File: src/rtl/core/adhc_pkg.sv
// shared constants and helpers for the ascii decimal/hex converter
`timescale 1ns / 1ps

package adhc_pkg;

  // default accumulator width
  localparam int VALUE_BITS_DEFAULT = 32;

  // answer queue between front and back
  localparam int QUEUE_DEPTH = 2;

  // ascii codes
  localparam logic [7:0] CH_SPACE = 8'h20;
  localparam logic [7:0] CH_TAB   = 8'h09;
  localparam logic [7:0] CH_CR    = 8'h0D;
  localparam logic [7:0] CH_LF    = 8'h0A;
  localparam logic [7:0] CH_ZERO  = 8'h30;
  localparam logic [7:0] CH_NINE  = 8'h39;
  localparam logic [7:0] CH_UPA   = 8'h41;
  localparam logic [7:0] CH_UPF   = 8'h46;
  localparam logic [7:0] CH_X     = 8'h78;
  localparam logic [7:0] CH_MINUS = 8'h2D;

  // offsets from digit value to character
  localparam logic [7:0] DEC_CHAR_OFS = 8'd48;
  localparam logic [7:0] HEX_CHAR_OFS = 8'd55;

  // digit value to its uppercase character
  function automatic logic [7:0] digit_char(input logic [3:0] d);
    logic [7:0] dw;
    dw = {4'b0000, d};
    if (d <= 4'd9) begin
      digit_char = dw + DEC_CHAR_OFS;
    end else begin
      digit_char = dw + HEX_CHAR_OFS;
    end
  endfunction

endpackage

File: src/rtl/core/adhc_front.sv
// front end: parser with saturating accumulator, one job per token till a minus halts
`timescale 1ns / 1ps

module adhc_front
  import adhc_pkg::*;
#(
  parameter int VALUE_BITS = VALUE_BITS_DEFAULT
) (
  input  logic                  clk,
  input  logic                  rst,
  input  logic                  in_valid,
  output logic                  in_stall,
  input  logic [7:0]            in_char,
  input  logic                  q_full,
  output logic                  push,
  output logic [VALUE_BITS-1:0] push_value,
  output logic                  push_hex
);

  localparam int WIDE = VALUE_BITS + 4;

  logic [VALUE_BITS-1:0] accumulator, accumulator_next;
  logic [1:0]            token_position, token_position_next;
  logic                  hex_token, hex_token_next;
  logic                  digits_ended, digits_ended_next;
  logic                  halted, halted_next;

  logic                  accept;
  logic                  is_term, is_dec, is_uc_hex;
  logic [3:0]            digit;
  logic [WIDE-1:0]       acc_w, scaled, sum;
  logic [VALUE_BITS-1:0] acc_new;

  assign in_stall = q_full;
  assign accept   = in_valid && !in_stall;

  // character classes
  assign is_term   = (in_char == CH_SPACE) || (in_char == CH_TAB) ||
                     (in_char == CH_CR) || (in_char == CH_LF);
  assign is_dec    = (in_char >= CH_ZERO) && (in_char <= CH_NINE);
  assign is_uc_hex = (in_char >= CH_UPA) && (in_char <= CH_UPF);
  assign digit     = is_dec ? in_char[3:0] : 4'(in_char[3:0] + 4'd9);

  // saturating multiply-add, radix 16 in hex tokens and 10 otherwise
  always_comb begin
    acc_w  = WIDE'(accumulator);
    scaled = hex_token ? (acc_w << 4) : ((acc_w << 3) + (acc_w << 1));
    sum    = scaled + WIDE'(digit);
    acc_new = (|sum[WIDE-1:VALUE_BITS]) ? '1 : sum[VALUE_BITS-1:0];
  end

  // token state update
  always_comb begin
    accumulator_next    = accumulator;
    token_position_next = token_position;
    hex_token_next      = hex_token;
    digits_ended_next   = digits_ended;
    halted_next         = halted;
    push                = 1'b0;
    if (accept && !halted) begin
      if (is_term) begin
        if (token_position != 2'd0) begin
          push                = 1'b1;
          accumulator_next    = '0;
          token_position_next = 2'd0;
          hex_token_next      = 1'b0;
          digits_ended_next   = 1'b0;
        end
      end else if (token_position == 2'd0) begin
        if (in_char == CH_MINUS) begin
          halted_next       = 1'b1;
          accumulator_next  = '0;
          hex_token_next    = 1'b0;
          digits_ended_next = 1'b0;
        end else begin
          if (is_dec) begin
            accumulator_next = acc_new;
          end else begin
            digits_ended_next = 1'b1;
          end
          token_position_next = 2'd1;
        end
      end else begin
        if (token_position == 2'd1 && in_char == CH_X) begin
          hex_token_next   = 1'b1;
          accumulator_next = '0;
        end else if (hex_token) begin
          if (is_dec || is_uc_hex) begin
            accumulator_next = acc_new;
          end
        end else if (!digits_ended) begin
          if (is_dec) begin
            accumulator_next = acc_new;
          end else begin
            digits_ended_next = 1'b1;
          end
        end
        if (token_position != 2'd3) begin
          token_position_next = token_position + 2'd1;
        end
      end
    end
  end

  assign push_value = accumulator;
  assign push_hex   = hex_token;

  // state registers
  always_ff @(posedge clk) begin
    if (rst) begin
      accumulator    <= '0;
      token_position <= 2'd0;
      hex_token      <= 1'b0;
      digits_ended   <= 1'b0;
      halted         <= 1'b0;
    end else begin
      accumulator    <= accumulator_next;
      token_position <= token_position_next;
      hex_token      <= hex_token_next;
      digits_ended   <= digits_ended_next;
      halted         <= halted_next;
    end
  end

endmodule

File: src/rtl/core/adhc_queue.sv
// small job queue between parser and answer generator
`timescale 1ns / 1ps

module adhc_queue
  import adhc_pkg::*;
#(
  parameter int VALUE_BITS = VALUE_BITS_DEFAULT
) (
  input  logic                  clk,
  input  logic                  rst,
  input  logic                  push,
  input  logic [VALUE_BITS-1:0] push_value,
  input  logic                  push_hex,
  output logic                  full,
  input  logic                  pop,
  output logic                  empty,
  output logic [VALUE_BITS-1:0] head_value,
  output logic                  head_hex
);

  localparam int PTR_BITS = (QUEUE_DEPTH > 1) ? $clog2(QUEUE_DEPTH) : 1;
  localparam int CNT_BITS = $clog2(QUEUE_DEPTH + 1);

  logic [VALUE_BITS-1:0] value_q [QUEUE_DEPTH];
  logic                  hex_q   [QUEUE_DEPTH];
  logic [PTR_BITS-1:0]   wr_ptr, rd_ptr;
  logic [CNT_BITS-1:0]   count;

  assign full       = (count == CNT_BITS'(QUEUE_DEPTH));
  assign empty      = (count == '0);
  assign head_value = value_q[rd_ptr];
  assign head_hex   = hex_q[rd_ptr];

  // entry storage
  always_ff @(posedge clk) begin
    if (push) begin
      value_q[wr_ptr] <= push_value;
      hex_q[wr_ptr]   <= push_hex;
    end
  end

  // pointers and fill count
  always_ff @(posedge clk) begin
    if (rst) begin
      wr_ptr <= '0;
      rd_ptr <= '0;
      count  <= '0;
    end else begin
      if (push) begin
        wr_ptr <= (wr_ptr == PTR_BITS'(QUEUE_DEPTH - 1)) ? '0 : wr_ptr + 1'b1;
      end
      if (pop) begin
        rd_ptr <= (rd_ptr == PTR_BITS'(QUEUE_DEPTH - 1)) ? '0 : rd_ptr + 1'b1;
      end
      if (push && !pop) begin
        count <= count + 1'b1;
      end else if (pop && !push) begin
        count <= count - 1'b1;
      end
    end
  end

endmodule

File: src/rtl/core/adhc_back.sv
// back end: converts one job into answer characters through a skid-free output register
`timescale 1ns / 1ps

module adhc_back
  import adhc_pkg::*;
#(
  parameter int VALUE_BITS = VALUE_BITS_DEFAULT
) (
  input  logic                  clk,
  input  logic                  rst,
  input  logic                  empty,
  input  logic [VALUE_BITS-1:0] head_value,
  input  logic                  head_hex,
  output logic                  pop,
  output logic                  out_valid,
  input  logic                  out_stall,
  output logic [7:0]            out_char,
  output logic                  line_end
);

  localparam int DEC_DIGITS = (VALUE_BITS * 30103) / 100000 + 1;
  localparam int HEX_DIGITS = (VALUE_BITS + 3) / 4;
  localparam int HEX_BITS   = HEX_DIGITS * 4;
  localparam int DIG_BITS   = DEC_DIGITS * 4;
  localparam int LEFT_BITS  = $clog2(DEC_DIGITS + 1);
  localparam int CNT_BITS   = $clog2(VALUE_BITS + 1);

  localparam logic [2:0] S_IDLE   = 3'd0;
  localparam logic [2:0] S_DABBLE = 3'd1;
  localparam logic [2:0] S_PFX0   = 3'd2;
  localparam logic [2:0] S_PFX1   = 3'd3;
  localparam logic [2:0] S_SKIP   = 3'd4;
  localparam logic [2:0] S_DIGIT  = 3'd5;
  localparam logic [2:0] S_NL     = 3'd6;

  logic [2:0]            state;
  logic [DIG_BITS-1:0]   digits, digits_adj, hex_load;
  logic [VALUE_BITS-1:0] shifter;
  logic [CNT_BITS-1:0]   cnt;
  logic [LEFT_BITS-1:0]  left;
  logic [3:0]            top_digit;
  logic                  slot_free;

  assign slot_free = !out_valid || !out_stall;
  assign pop       = (state == S_IDLE) && !empty;
  assign top_digit = digits[DIG_BITS-1 -: 4];

  // value placed at the top of the digit register for hex answers
  always_comb begin
    hex_load = '0;
    hex_load[DIG_BITS-1 -: HEX_BITS] = HEX_BITS'(head_value);
  end

  // add-3 correction on every bcd digit
  always_comb begin
    for (int i = 0; i < DEC_DIGITS; i++) begin
      digits_adj[i*4 +: 4] = (digits[i*4 +: 4] >= 4'd5) ?
                             4'(digits[i*4 +: 4] + 4'd3) : digits[i*4 +: 4];
    end
  end

  // sequencer
  always_ff @(posedge clk) begin
    if (rst) begin
      state <= S_IDLE;
    end else begin
      unique case (state)
        S_IDLE: begin
          if (!empty) begin
            state <= head_hex ? S_DABBLE : S_PFX0;
          end
        end
        S_DABBLE: begin
          if (cnt == CNT_BITS'(1)) begin
            state <= S_SKIP;
          end
        end
        S_PFX0: begin
          if (slot_free) begin
            state <= S_PFX1;
          end
        end
        S_PFX1: begin
          if (slot_free) begin
            state <= S_SKIP;
          end
        end
        S_SKIP: begin
          if (!(left > LEFT_BITS'(1) && top_digit == 4'd0)) begin
            state <= S_DIGIT;
          end
        end
        S_DIGIT: begin
          if (slot_free && left == LEFT_BITS'(1)) begin
            state <= S_NL;
          end
        end
        S_NL: begin
          if (slot_free) begin
            state <= S_IDLE;
          end
        end
        default: begin
          state <= S_IDLE;
        end
      endcase
    end
  end

  // digit datapath
  always_ff @(posedge clk) begin
    case (state)
      S_IDLE: begin
        if (!empty) begin
          if (head_hex) begin
            digits  <= '0;
            shifter <= head_value;
            cnt     <= CNT_BITS'(VALUE_BITS);
          end else begin
            digits <= hex_load;
            left   <= LEFT_BITS'(HEX_DIGITS);
          end
        end
      end
      S_DABBLE: begin
        digits  <= {digits_adj[DIG_BITS-2:0], shifter[VALUE_BITS-1]};
        shifter <= shifter << 1;
        cnt     <= cnt - 1'b1;
        left    <= LEFT_BITS'(DEC_DIGITS);
      end
      S_SKIP: begin
        if (left > LEFT_BITS'(1) && top_digit == 4'd0) begin
          digits <= digits << 4;
          left   <= left - 1'b1;
        end
      end
      S_DIGIT: begin
        if (slot_free) begin
          digits <= digits << 4;
          left   <= left - 1'b1;
        end
      end
      default: begin
      end
    endcase
  end

  // output register
  always_ff @(posedge clk) begin
    if (rst) begin
      out_valid <= 1'b0;
    end else if (slot_free) begin
      out_valid <= (state == S_PFX0) || (state == S_PFX1) ||
                   (state == S_DIGIT) || (state == S_NL);
    end
  end

  always_ff @(posedge clk) begin
    if (slot_free) begin
      line_end <= (state == S_NL);
      case (state)
        S_PFX0:  out_char <= CH_ZERO;
        S_PFX1:  out_char <= CH_X;
        S_NL:    out_char <= CH_LF;
        default: out_char <= digit_char(top_digit);
      endcase
    end
  end

endmodule

File: src/rtl/core/ascii_decimal_hex_converter_core.sv
// Flow: a terminating transfer pushes its job into the answer queue, and the answer generator
//   pops it when idle. A decimal token is answered in hex with a 0x prefix; a hex token is
//   answered in decimal after a double-dabble pass. Both skip leading zeros (up to 7 for a
//   decimal token, 9 for a hex token at default). Throughput: one input character per cycle
//   while the 2-entry answer queue has room; the next job is popped after the answer's newline.
// Reset: synchronous rst clears the token state, the halt flag, the queue and the output.
`timescale 1ns / 1ps

module ascii_decimal_hex_converter_core
  import adhc_pkg::*;
#(
  parameter int VALUE_BITS = VALUE_BITS_DEFAULT
) (
  input  logic       clk,
  input  logic       rst,
  input  logic       in_valid,
  output logic       in_stall,
  input  logic [7:0] in_char,
  output logic       out_valid,
  input  logic       out_stall,
  output logic [7:0] out_char,
  output logic       line_end
);

  logic                  q_full, q_empty, push, pop, push_hex, head_hex;
  logic [VALUE_BITS-1:0] push_value, head_value;

  // token parser
  adhc_front #(.VALUE_BITS(VALUE_BITS)) u_front (
    .clk        (clk),
    .rst        (rst),
    .in_valid   (in_valid),
    .in_stall   (in_stall),
    .in_char    (in_char),
    .q_full     (q_full),
    .push       (push),
    .push_value (push_value),
    .push_hex   (push_hex)
  );

  // answer job queue
  adhc_queue #(.VALUE_BITS(VALUE_BITS)) u_queue (
    .clk        (clk),
    .rst        (rst),
    .push       (push),
    .push_value (push_value),
    .push_hex   (push_hex),
    .full       (q_full),
    .pop        (pop),
    .empty      (q_empty),
    .head_value (head_value),
    .head_hex   (head_hex)
  );

  // answer generator
  adhc_back #(.VALUE_BITS(VALUE_BITS)) u_back (
    .clk        (clk),
    .rst        (rst),
    .empty      (q_empty),
    .head_value (head_value),
    .head_hex   (head_hex),
    .pop        (pop),
    .out_valid  (out_valid),
    .out_stall  (out_stall),
    .out_char   (out_char),
    .line_end   (line_end)
  );

endmodule

File: config.mk
export PLATFORM = sky130hd
export DESIGN_NAME = ascii_decimal_hex_converter_core
export DESIGN_NICKNAME = d
export VERILOG_FILES = /design/src/rtl/core/adhc_pkg.sv /design/src/rtl/core/adhc_front.sv /design/src/rtl/core/adhc_queue.sv /design/src/rtl/core/adhc_back.sv /design/src/rtl/core/ascii_decimal_hex_converter_core.sv
export SDC_FILE = /design/constraint.sdc
export NUM_CORES = 1
export LEC_CHECK = 0
export CAP_MARGIN = 30
export CORE_UTILIZATION = 45
export CTS_CLUSTER_SIZE = 40
export DETAILED_ROUTE_END_ITERATION = 8
export DONT_BUFFER_PORTS = 1
export PLACE_DENSITY = 0.61
export SLEW_MARGIN = 20
export SYNTH_ARGS = -nofsm -noshare
export SYNTH_HDL_FRONTEND = slang
export SYNTH_HIERARCHICAL = 1
export SYNTH_SLANG_ARGS = --single-unit
File: constraint.sdc
create_clock -name clk -period 9.3 [get_ports clk]
set_input_delay 1.395 -clock clk [delete_from_list [all_inputs] [get_ports clk]]
set_output_delay 1.395 -clock clk [all_outputs]
set_load 0.01 [all_outputs]
; Yosys cells after proc, flatten, opt, wreduce, memory -nomap -nowiden
; Memory sizes are Yosys's and may differ from the RTL's. A register that Yosys moved wholly into a read port is not among the register bits.
; Index checks and enable logic that the tools add are counted.
; Widths: inputs -> output; s select.
[totals]
ff_bits = 136
ram_bits = 66
in_bits = 12
output_inout_bits = 11
memories = 2
[memory_table]
columns = memory, depth, width, read_ports, rd_clocked_by_memory_dff, wr, line_no
row1 = u_queue.value_q, 2, 32, 1, 1, 1, adhc_queue.sv:24  ; logic [VALUE_BITS-1:0] value_q [QUEUE_DEPTH];
row2 = u_queue.hex_q, 2, 1, 1, 1, 1, adhc_queue.sv:25  ; logic hex_q [QUEUE_DEPTH];
[op_classes]
add_sub_neg = 22
order_cmp = 16
n_eq_ne = 36
mux = 80
bitwise = 1
n_reduce_logical = 45
[ops]
columns = operator, n
row1 = $mux 32, 12
row2 = $mux 40, 4
row3 = $pmux 40 s4, 1
row4 = $pmux 32 s2, 1
row5 = $mux 4, 14
row6 = $ge 4x3->1 const B, 10
row7 = $add 35x33->36, 1
row8 = $add 36x4->36, 1
row9 = $add 4x2->4 const B, 9
row10 = $mux 36, 1
row11 = $eq 8x4->1 const B, 3
row12 = $mux 1, 24
row13 = $mux 3, 8
row14 = $pmux 8 s3, 1
row15 = $pmux 3 s7, 1
row16 = $reduce_and 4->1, 5
row17 = $eq 8x6->1 const B, 2
row18 = $mux 2, 8
row19 = $ne 2x1->1 const B, 8
row20 = $pmux 4 s4, 1
row21 = $add 4x6->7 const B, 2
row22 = $mux 6, 2
row23 = $pmux 6 s2, 1
row24 = $logic_and 1x1->1, 10
row25 = other kinds (42), 70

; Longest topological paths before layout
; Gate-level depths: netlist (run 1).
[depth]
word_depth = 12
depth_mapped = 23
ltp_nobuf = 19

; By module
; Netlist (run 1), hierarchy kept.
[by_module_without_submodules]
columns = mod, n_inst, cells_per_inst, area_per_inst_um2
row1 = adhc_front, 1, 790, 5660.4
row2 = adhc_back, 1, 528, 5280.1
row3 = adhc_queue, 1, 125, 2581.2

; Least setup slack after synthesis (run 1)
; Ideal clock, no wire load.
[synth_path]
path_type = input -> register
startpoint = in in_char[1]
endpoint = reg u_front.accumulator[2] (netlist: u_front/push_value[2])
setup_ns = 0.117
t_arrival_ns = 5.481
t_required_ns = 9.183
path_slack_ns = 3.702
cell_stages = 18
path_buffers = 1
path_cell_list = inv_1 ha_1 o21ai_0 a211oi_1 clkbuf_1 a31oi_1 xnor2_1 ha_1 a21oi_1 or2_2 nor4_2 nand4_1 nor3_1 o2111ai_1 a2111oi_4 nor2_2 or3_1 a32o_1
[synth_via]
elab_chain_cells = 12
elab_cells_between_ends = 34
[synth_rtl]
columns = item, line_no
row1 = start: declaration, ascii_decimal_hex_converter_core.sv:18  ; input logic [7:0] in_char,
row2 = $ge 8x6->1 / $le 8x6->1 (equally long branches), adhc_front.sv:40  ; assign is_dec = (in_char >= CH_ZERO) && (in_char <= CH_NINE);
row3 = $logic_and 1x1->1, adhc_front.sv:40
row4 = $mux 4, adhc_front.sv:42  ; assign digit = is_dec ? in_char[3:0] : 4'(in_char[3:0] + 4'd9);
row5 = $add 36x4->36, adhc_front.sv:48  ; sum = scaled + WIDE'(digit);
row6 = $reduce_or 4->1, adhc_front.sv:49  ; acc_new = (|sum[WIDE-1:VALUE_BITS]) ? '1 : sum[VALUE_BITS-1:0];
row7 = $mux 32, adhc_front.sv:49
row8 = $mux 32, "adhc_front.sv:76, adhc_front.sv:92"
row9 = $mux 32, adhc_front.sv:91  ; end else if (!digits_ended) begin
row10 = $mux 32, adhc_front.sv:87  ; end else if (hex_token) begin
row11 = $mux 32, adhc_front.sv:84  ; if (token_position == 2'd1 && in_char == CH_X) begin
row12 = $mux 32, adhc_front.sv:69  ; end else if (token_position == 2'd0) begin
row13 = $mux 32, adhc_front.sv:61  ; if (is_term) begin
row14 = end signal: assignment, adhc_front.sv:117  ; accumulator <= accumulator_next;
row15 = end: declaration, adhc_front.sv:22  ; logic [VALUE_BITS-1:0] accumulator, accumulator_next;
; Parallel ways exist; a longest one is shown, timed or not. The select of a mux whose other input is x is not followed.
; A chain may end at the register's enable or synchronous reset.

; Worst setup path after layout (run 1)
[layout_path]
startpoint = in in_char[1]
endpoint = reg u_front.accumulator[5] (netlist: u_front/push_value[5])
; The elaborated chain is that of the path after synthesis.

==> results.md, run 1 <==
- Syn_nets: 1,524
- Cell area after synthesis: 13,500 sq um
- Row count: 63
- Pin count of the biggest net entering global routing: 76
- Crit Path Class: primary input to register
- Reg2reg path depth: 13
- Pwr Density: 229 nW/um^2
- Inst Count DP: 1,769
- Initial core utilization: 0.456
- Tmin final: 5980 ps
- Worst EP required: 9690 ps
- Ant diodes: 0
- Number of synthesized flops with an enable pin: 156
- Clock Latency Late Sink: 510 ps
- Number of DRC markers in iteration 0: 955
- Final Max Tran Viols: 0
- DRC viols: 0
- Peak Freq: 0.167 GHz
- Core ar.: 29,600 sq um
- Worst endpoint data arrival time: 6380 ps
- Sinks on the clock net: 202
- YS warnings: 6
- First-pass GRT wire length: 54,100 microns
- Distinct cell type count after synthesis: 89
- Post-CTS setup repair buffer count: 0
- PortBufs: 0
- Wire per inst: 18.7 microns
- Hold Buf Count CTS: 0
- # Max-Cap Violations: 0
- Crit path capture: u_front/push_value[5]$_SDFFE_PP0P_
- Wire length on met2: 16,000 microns
- RSZ-0062 raised after global routing: false
- Die width: 175 microns
- Reg2reg end: u_front/push_value[5]$_SDFFE_PP0P_
- Nets: 1,486
- Dominant synthesized flop cell: edfxtp_1
- DP HPWL: 23,500 microns
- Critical path origin: in_char[1]
- Die Footprint: 30,700 sq um
- Asr flop ratio synth: 0
- # IOs: 23
- Via density: 6.00
- Setup TNS Final: 0 ps
- Uppermost layer routed: met4
- CTS tree: built
- Crit Path Max Fanout: 27
- Period utilization: 0.643
- Worst Tran Pin Value: 874 ps
- Avg Cell Area, Syn: 9.37 sq um
- Post_cts resized: 0
- Layout fillers: 2,819
- Placer's final routability congestion estimate: 0.890
- Register area: 5610 sq um
- Sequential element share of the synthesized area: 0.415
- Status: finished, final reports clean
- Seq cells post-synth: 202
- Initial antenna violation count: 0
- Detailed Routing Iterations Pass 1: 7
- Non-Filler Instances: 1,811
- Die Height: 175 microns
- Worst clock skew: 8.35 ps
- Wire length on met3: 1470 microns
- Layout cells sized above 1: 0.0999
- Reg2Reg Setup Slack: 3790 ps
- Vias: 10,900
- Hold WC Path Type: register to register
- Post-DRT Antenna Nets: 0
- Vias in the first global route: 10,000
- Worst setup SP type: primary input
- Post-Route WL: 33,800 microns
- Wire length on met1: 15,900 microns
- CTS Buf Count: 22
- # H-tree levels: 1
- Leakage power: 5.49 nW
- GRT Util Overall: 0.216
- R2R Path Start: u_front/push_value[12]$_SDFFE_PP0P_
- Commonest cells after routing, fill and taps aside: nand2_1 (224), edfxtp_1 (156), a21oi_1 (109)
- CP endpoint kind: register
- Leading cell type in the layout, fill and taps excluded: nand2_1
- Area grow syn2layout: 7.24%
- Remaining Overflow, GRT: 0
- Clock buffer depth: 3
- Final Setup Violations: 0
- Reg clk slew, reported paths: 60 ps
- Clock Root Buffer: clkbuf_16
- Max_slew headroom: 0.413
- Maximum VDD drop: 152 uV
- Final Hold Viols: 0
- Synth Instances: 1,443
- Area taken by multi-input logic gates: 7380 sq um
## synthesized netlist by cell type, types with 19 or more instances
library cell	number	area [sq um]
a21o_1	27	203
o21ai_0	78	390
a21oi_1	109	546
nor2_1	92	345
nor3_1	36	180
buf_2	28	140
inv_1	51	191
dfxtp_1	46	921
xor2_1	19	166
edfxtp_1	156	4680
nand2_1	224	841
xnor2_1	47	412
nand3_1	25	125
a22oi_1	26	195
ha_1	67	838
mux2_2	44	495
nand2b_1	21	131
clkbuf_1	34	128
## worst min-delay path by stage
stage / start / to / cells after the start
3_3_place_gp: u_front/halted$_SDFFE_PP0P_ / u_front/halted$_SDFFE_PP0P_ / 2
5_1_grt: u_front/halted$_SDFFE_PP0P_ / u_front/halted$_SDFFE_PP0P_ / 2
2_1_floorplan: u_front/push_hex$_SDFFE_PP0P_ / u_queue/hex_q[0]$_DFFE_PP_ / 0
4_1_cts: u_front/halted$_SDFFE_PP0P_ / u_front/halted$_SDFFE_PP0P_ / 2
6_report: u_front/halted$_SDFFE_PP0P_ / u_front/halted$_SDFFE_PP0P_ / 2
3_5_place_dp: u_front/halted$_SDFFE_PP0P_ / u_front/halted$_SDFFE_PP0P_ / 2
## worst max-delay path, stage by stage
cell	delay [ps]
inv_1	50
ha_1	220
o21ai_0	240
a211o_1	440
nand2_1	120
xnor2_1	280
fa_1	270
a21oi_1	80
nor2_1	130
nand2_1	140
nor4_1	510
nand4_1	250
nor4_1	390
o2111ai_1	260
a2111oi_4	470
or2_2	640
a41oi_1	200
a211o_1	260
## per-stage QoR
step | power, mW | area (sq um) | utilization | hold WS, ps | worst slack (ps)
floorplan | 2.23 | 13500 | - | 424 | 3700
global placement | 2.45 | 13700 | 0.464 | 442 | 2650
detailed placement | 2.48 | 13800 | 0.464 | 457 | 2910
CTS | 3.35 | 14500 | 0.488 | 472 | 3420
global route | 3.54 | 14500 | 0.489 | 513 | 2870
finish | 3.32 | 14500 | 0.489 | 476 | 3320
## sequential cells by signal, indices dropped and copies added, names as in the netlist, named ones only
register / count
u_back/cnt: 6
u_back/digits: 40
u_back/left: 4
u_back/line_end: 1
u_back/out_char: 7
u_back/out_valid: 1
u_back/shifter: 32
u_back/state: 3
u_front/digits_ended: 1
u_front/halted: 1
u_front/push_hex: 1
u_front/push_value: 32
u_front/token_position: 2
u_queue/count: 2
u_queue/hex_q: 2
u_queue/rd_ptr: 1
u_queue/value_q: 64
u_queue/wr_ptr: 1
## metal layers
metal  track usage  up-vias
met5             0        -
met4        0.0507        0
li1              -     5291
met3        0.0199       31
met1         0.310     5255
met2         0.352      284
## where the power goes
part	internal, mW	total [mW]	switching, mW
Clock	0.511	0.859	0.348
Sequential	1.30	1.48	0.181
Combinational	0.385	0.988	0.603
## cells by family (layout without fill, tap and decap cells)
family / count (synthesis) / count (layout) / share of synthesized area
AND/OR/NAND/NOR: 513 / 513 / 0.182
AO/OA/AOI/OAI: 412 / 412 / 0.210
flip-flops: 202 / 202 / 0.415
buffers and inverters: 127 / 105 / 0.0415
adder cells (fa/ha/maj): 70 / 70 / 0.0657
XOR/XNOR: 66 / 66 / 0.0427
multiplexers: 52 / 52 / 0.0426
other: 1 / 1 / 0.000277
## final cells by class
type	instances	share of cell area
clock inverters	10	0.00552
multi-input cells	1114	0.509
repair buffers	14	0.00777
well taps	390	0.0337
clock buffers	30	0.0443
inverters	51	0.0132
flip-flops and latches	202	0.387
No activity file was read; power rests on OpenSTA's default activity.
==> run 2, diff against run 1 <==
Settings changed: ABC_AREA set to 1.
Clock period 9.3 ns to 6 ns, I/O delays scaled along.
==> results.md, run 2 <==
- Status: finished, final reports clean
- Area taken by multi-input logic gates: 8400 sq um
- Ant diodes: 0
- Syn_nets: 2,175
- # IOs: 23
- Post_cts resized: 0
- Row count: 67
- Clock buffer depth: 3
- Post-Route WL: 38,800 microns
- Utilization after layout: 0.493
- First-pass GRT wire length: 64,000 microns
- Layout cells sized above 1: 0.127
- Initial core utilization: 0.460
- Final Hold Viols: 0
- Minimum setup slack after placement: 771 ps
- DP HPWL: 27,600 microns
- Leading cell type in the layout, fill and taps excluded: nand2_1
- Reg clk slew, reported paths: 60 ps
- Layout fillers: 3,295
- Sequential element share of the synthesized area: 0.360
- Detailed Routing Iterations Pass 1: 5
- Number of synthesized flops with an enable pin: 156
- Vias in the first global route: 12,700
- Tmin final: 4760 ps
- Post-DRT Antenna Nets: 0
- Worst hold slack: 421 ps
- Biggest regs: u_queue/value_q (64), u_back/digits (40)
- Period utilization: 0.793
- Setup slack after layout: 1240 ps
- Inst Count DP: 2,482
- Commonest cells after routing, fill and taps aside: nand2_1 (643), inv_1 (254), nand3_1 (209)
- YS warnings: 6
- Synth Instances: 2,094
- CTS Buf Count: 26
- Pwr Total: 6.24 mW
- Seq cells post-synth: 202
- Hold WC Path Type: primary input to register
- Final Max Tran Viols: 0
- CP endpoint kind: register
- Most numerous cell in the Yosys netlist: nand2_1
- Via density: 5.29
- Remaining Overflow, GRT: 0
- PortBufs: 0
- Asr flop ratio synth: 0
- Number of DRC markers in iteration 0: 831
- Sinks on the clock net: 202
- Die Height: 188 microns
- # H-tree levels: 1
- Synth area leaders: edfxtp_1 (30%), nand2_1 (16%), nand3_1 (6.7%)
- Commonest cells in the netlist: nand2_1 (643), inv_1 (254), nand3_1 (209), edfxtp_1 (156), nor2_1 (121)
- Avg Cell Area, Syn: 7.43 sq um
- Register area: 5610 sq um
- Setup TNS Final: 0 ps
- Max reg flops: 64
- Die width: 188 microns
- Pwr Density: 375 nW/um^2
- GRT Util Overall: 0.220
- Final Setup Violations: 0
- Maximum VDD drop: 266 uV
- Area grow syn2layout: 7.06%
- Non-Filler Instances: 2,530
- Distinct cell type count after synthesis: 57
- Fin area: 16,700 sq um
- Peak Freq: 0.210 GHz
- Biggest register: u_queue/value_q
- Worst setup SP type: primary input
- Nets: 2,143
- Core ar.: 33,800 sq um
- Leakage power: 7.60 nW
- Pin count of the biggest net entering global routing: 70
- Placed Area: 15,800 sq um
- Worst endpoint data arrival time: 5200 ps
- Vias: 13,400
- Clock Latency Late Sink: 560 ps
- Worst Tran Pin Value: 965 ps
- Initial antenna violation count: 0
- Area share of the largest cell type after synthesis: 0.301
- Crit Path Class: primary input to register
- Worst clock skew: 18.1 ps
- Clock Root Buffer: clkbuf_16
- Placer's final routability congestion estimate: 0.905
- Max_slew headroom: 0.355
- DRC viols: 0
- Hold Buf Count CTS: 0
- Worst EP required: 6440 ps
- Cell area after synthesis: 15,600 sq um
- Crit Path Max Fanout: 64
- Dominant synthesized flop cell: edfxtp_1
- CTS tree: built
- Die Footprint: 35,300 sq um
- Post-CTS setup repair buffer count: 0
- Wire per inst: 15.3 microns
- # Max-Cap Violations: 0
- RSZ-0062 raised after global routing: false
- Area leader, netlist: edfxtp_1
run 2: changes by cell type after synthesis, sizes merged, moves of 33 or more:
cell	change
nand2	+450
inv	+237
nand3	+224
nor2	+53
xnor2	-35
a22oi	-34
nand4	+33
run 2: cell families after synthesis:
kind of cell	synth area share
buffers and inverters	0.102
AOI/OAI and AO/OA	0.0815
and+or+nand+nor	0.346
muxes	0.0311
xor gates and xnor gates	0.0220
other	0.000241
DFF	0.360
adders and majority gates	0.0565
run 2: layer usage:
metal	routed length [microns]	vias to the layer above	global-route usage
li1	-	6844	-
met1	18600	6211	0.303
met2	17500	276	0.366
met3	1830	50	0.0219
met4	903	0	0.0613
met5	0	-	0
run 2: power breakdown:
group / switching (mW) / leakage, nW / internal [mW]
Sequential: 0.251 / 1.93 / 2.06
Combinational: 1.65 / 5.26 / 0.765
Clock: 0.625 / 0.406 / 0.884
Total: 2.53 / 7.60 / 3.71
run 2: path summary, 6_finish.rpt:
| check | startpoint | endpoint | slack, ps | cells past startpoint |
|---|---|---|---|---|
| setup reg to reg | u_front/push_value[2]$_SDFFE_PP0P_ | u_front/push_value[17]$_SDFFE_PP0P_ | 1840 | 20 |
| setup / recovery | in_char[1] | u_front/push_value[17]$_SDFFE_PP0P_ | 1240 | 26 |
| hold reg to reg | u_front/halted$_SDFFE_PP0P_ | u_front/halted$_SDFFE_PP0P_ | 480 | 2 |
| hold / removal | rst | u_back/state[1]$_SDFFE_PP0P_ | 420 | 1 |
run 2: area by class of cell:
class | count | area share
clock buffer | 38 | 0.0436
clock inverter | 10 | 0.00586
inverter | 289 | 0.0651
multi-input combinational | 1524 | 0.505
sequential | 202 | 0.337
tap | 448 | 0.0337
timing repair buffer | 19 | 0.0104
run 2: worst max-delay path: stages:
cell and delay, ps:
inv_1 60, ha_1 250, o31ai_4 270, buf_4 310
nand2_1 100, xnor2_1 310, fa_1 290, nand2_1 60
inv_1 60, o21ai_2 60, nor2_1 100, nand3_1 120
nor2_2 140, nand2_1 100, nor2_1 170, nand4_1 130
nor2_1 180, nand2_1 90, nor2_1 130, nand3b_1 150
nand2_4 630, nand3_1 200, nand2_1 110, nand3_1 80
nand3_1 70, a21oi_1 70
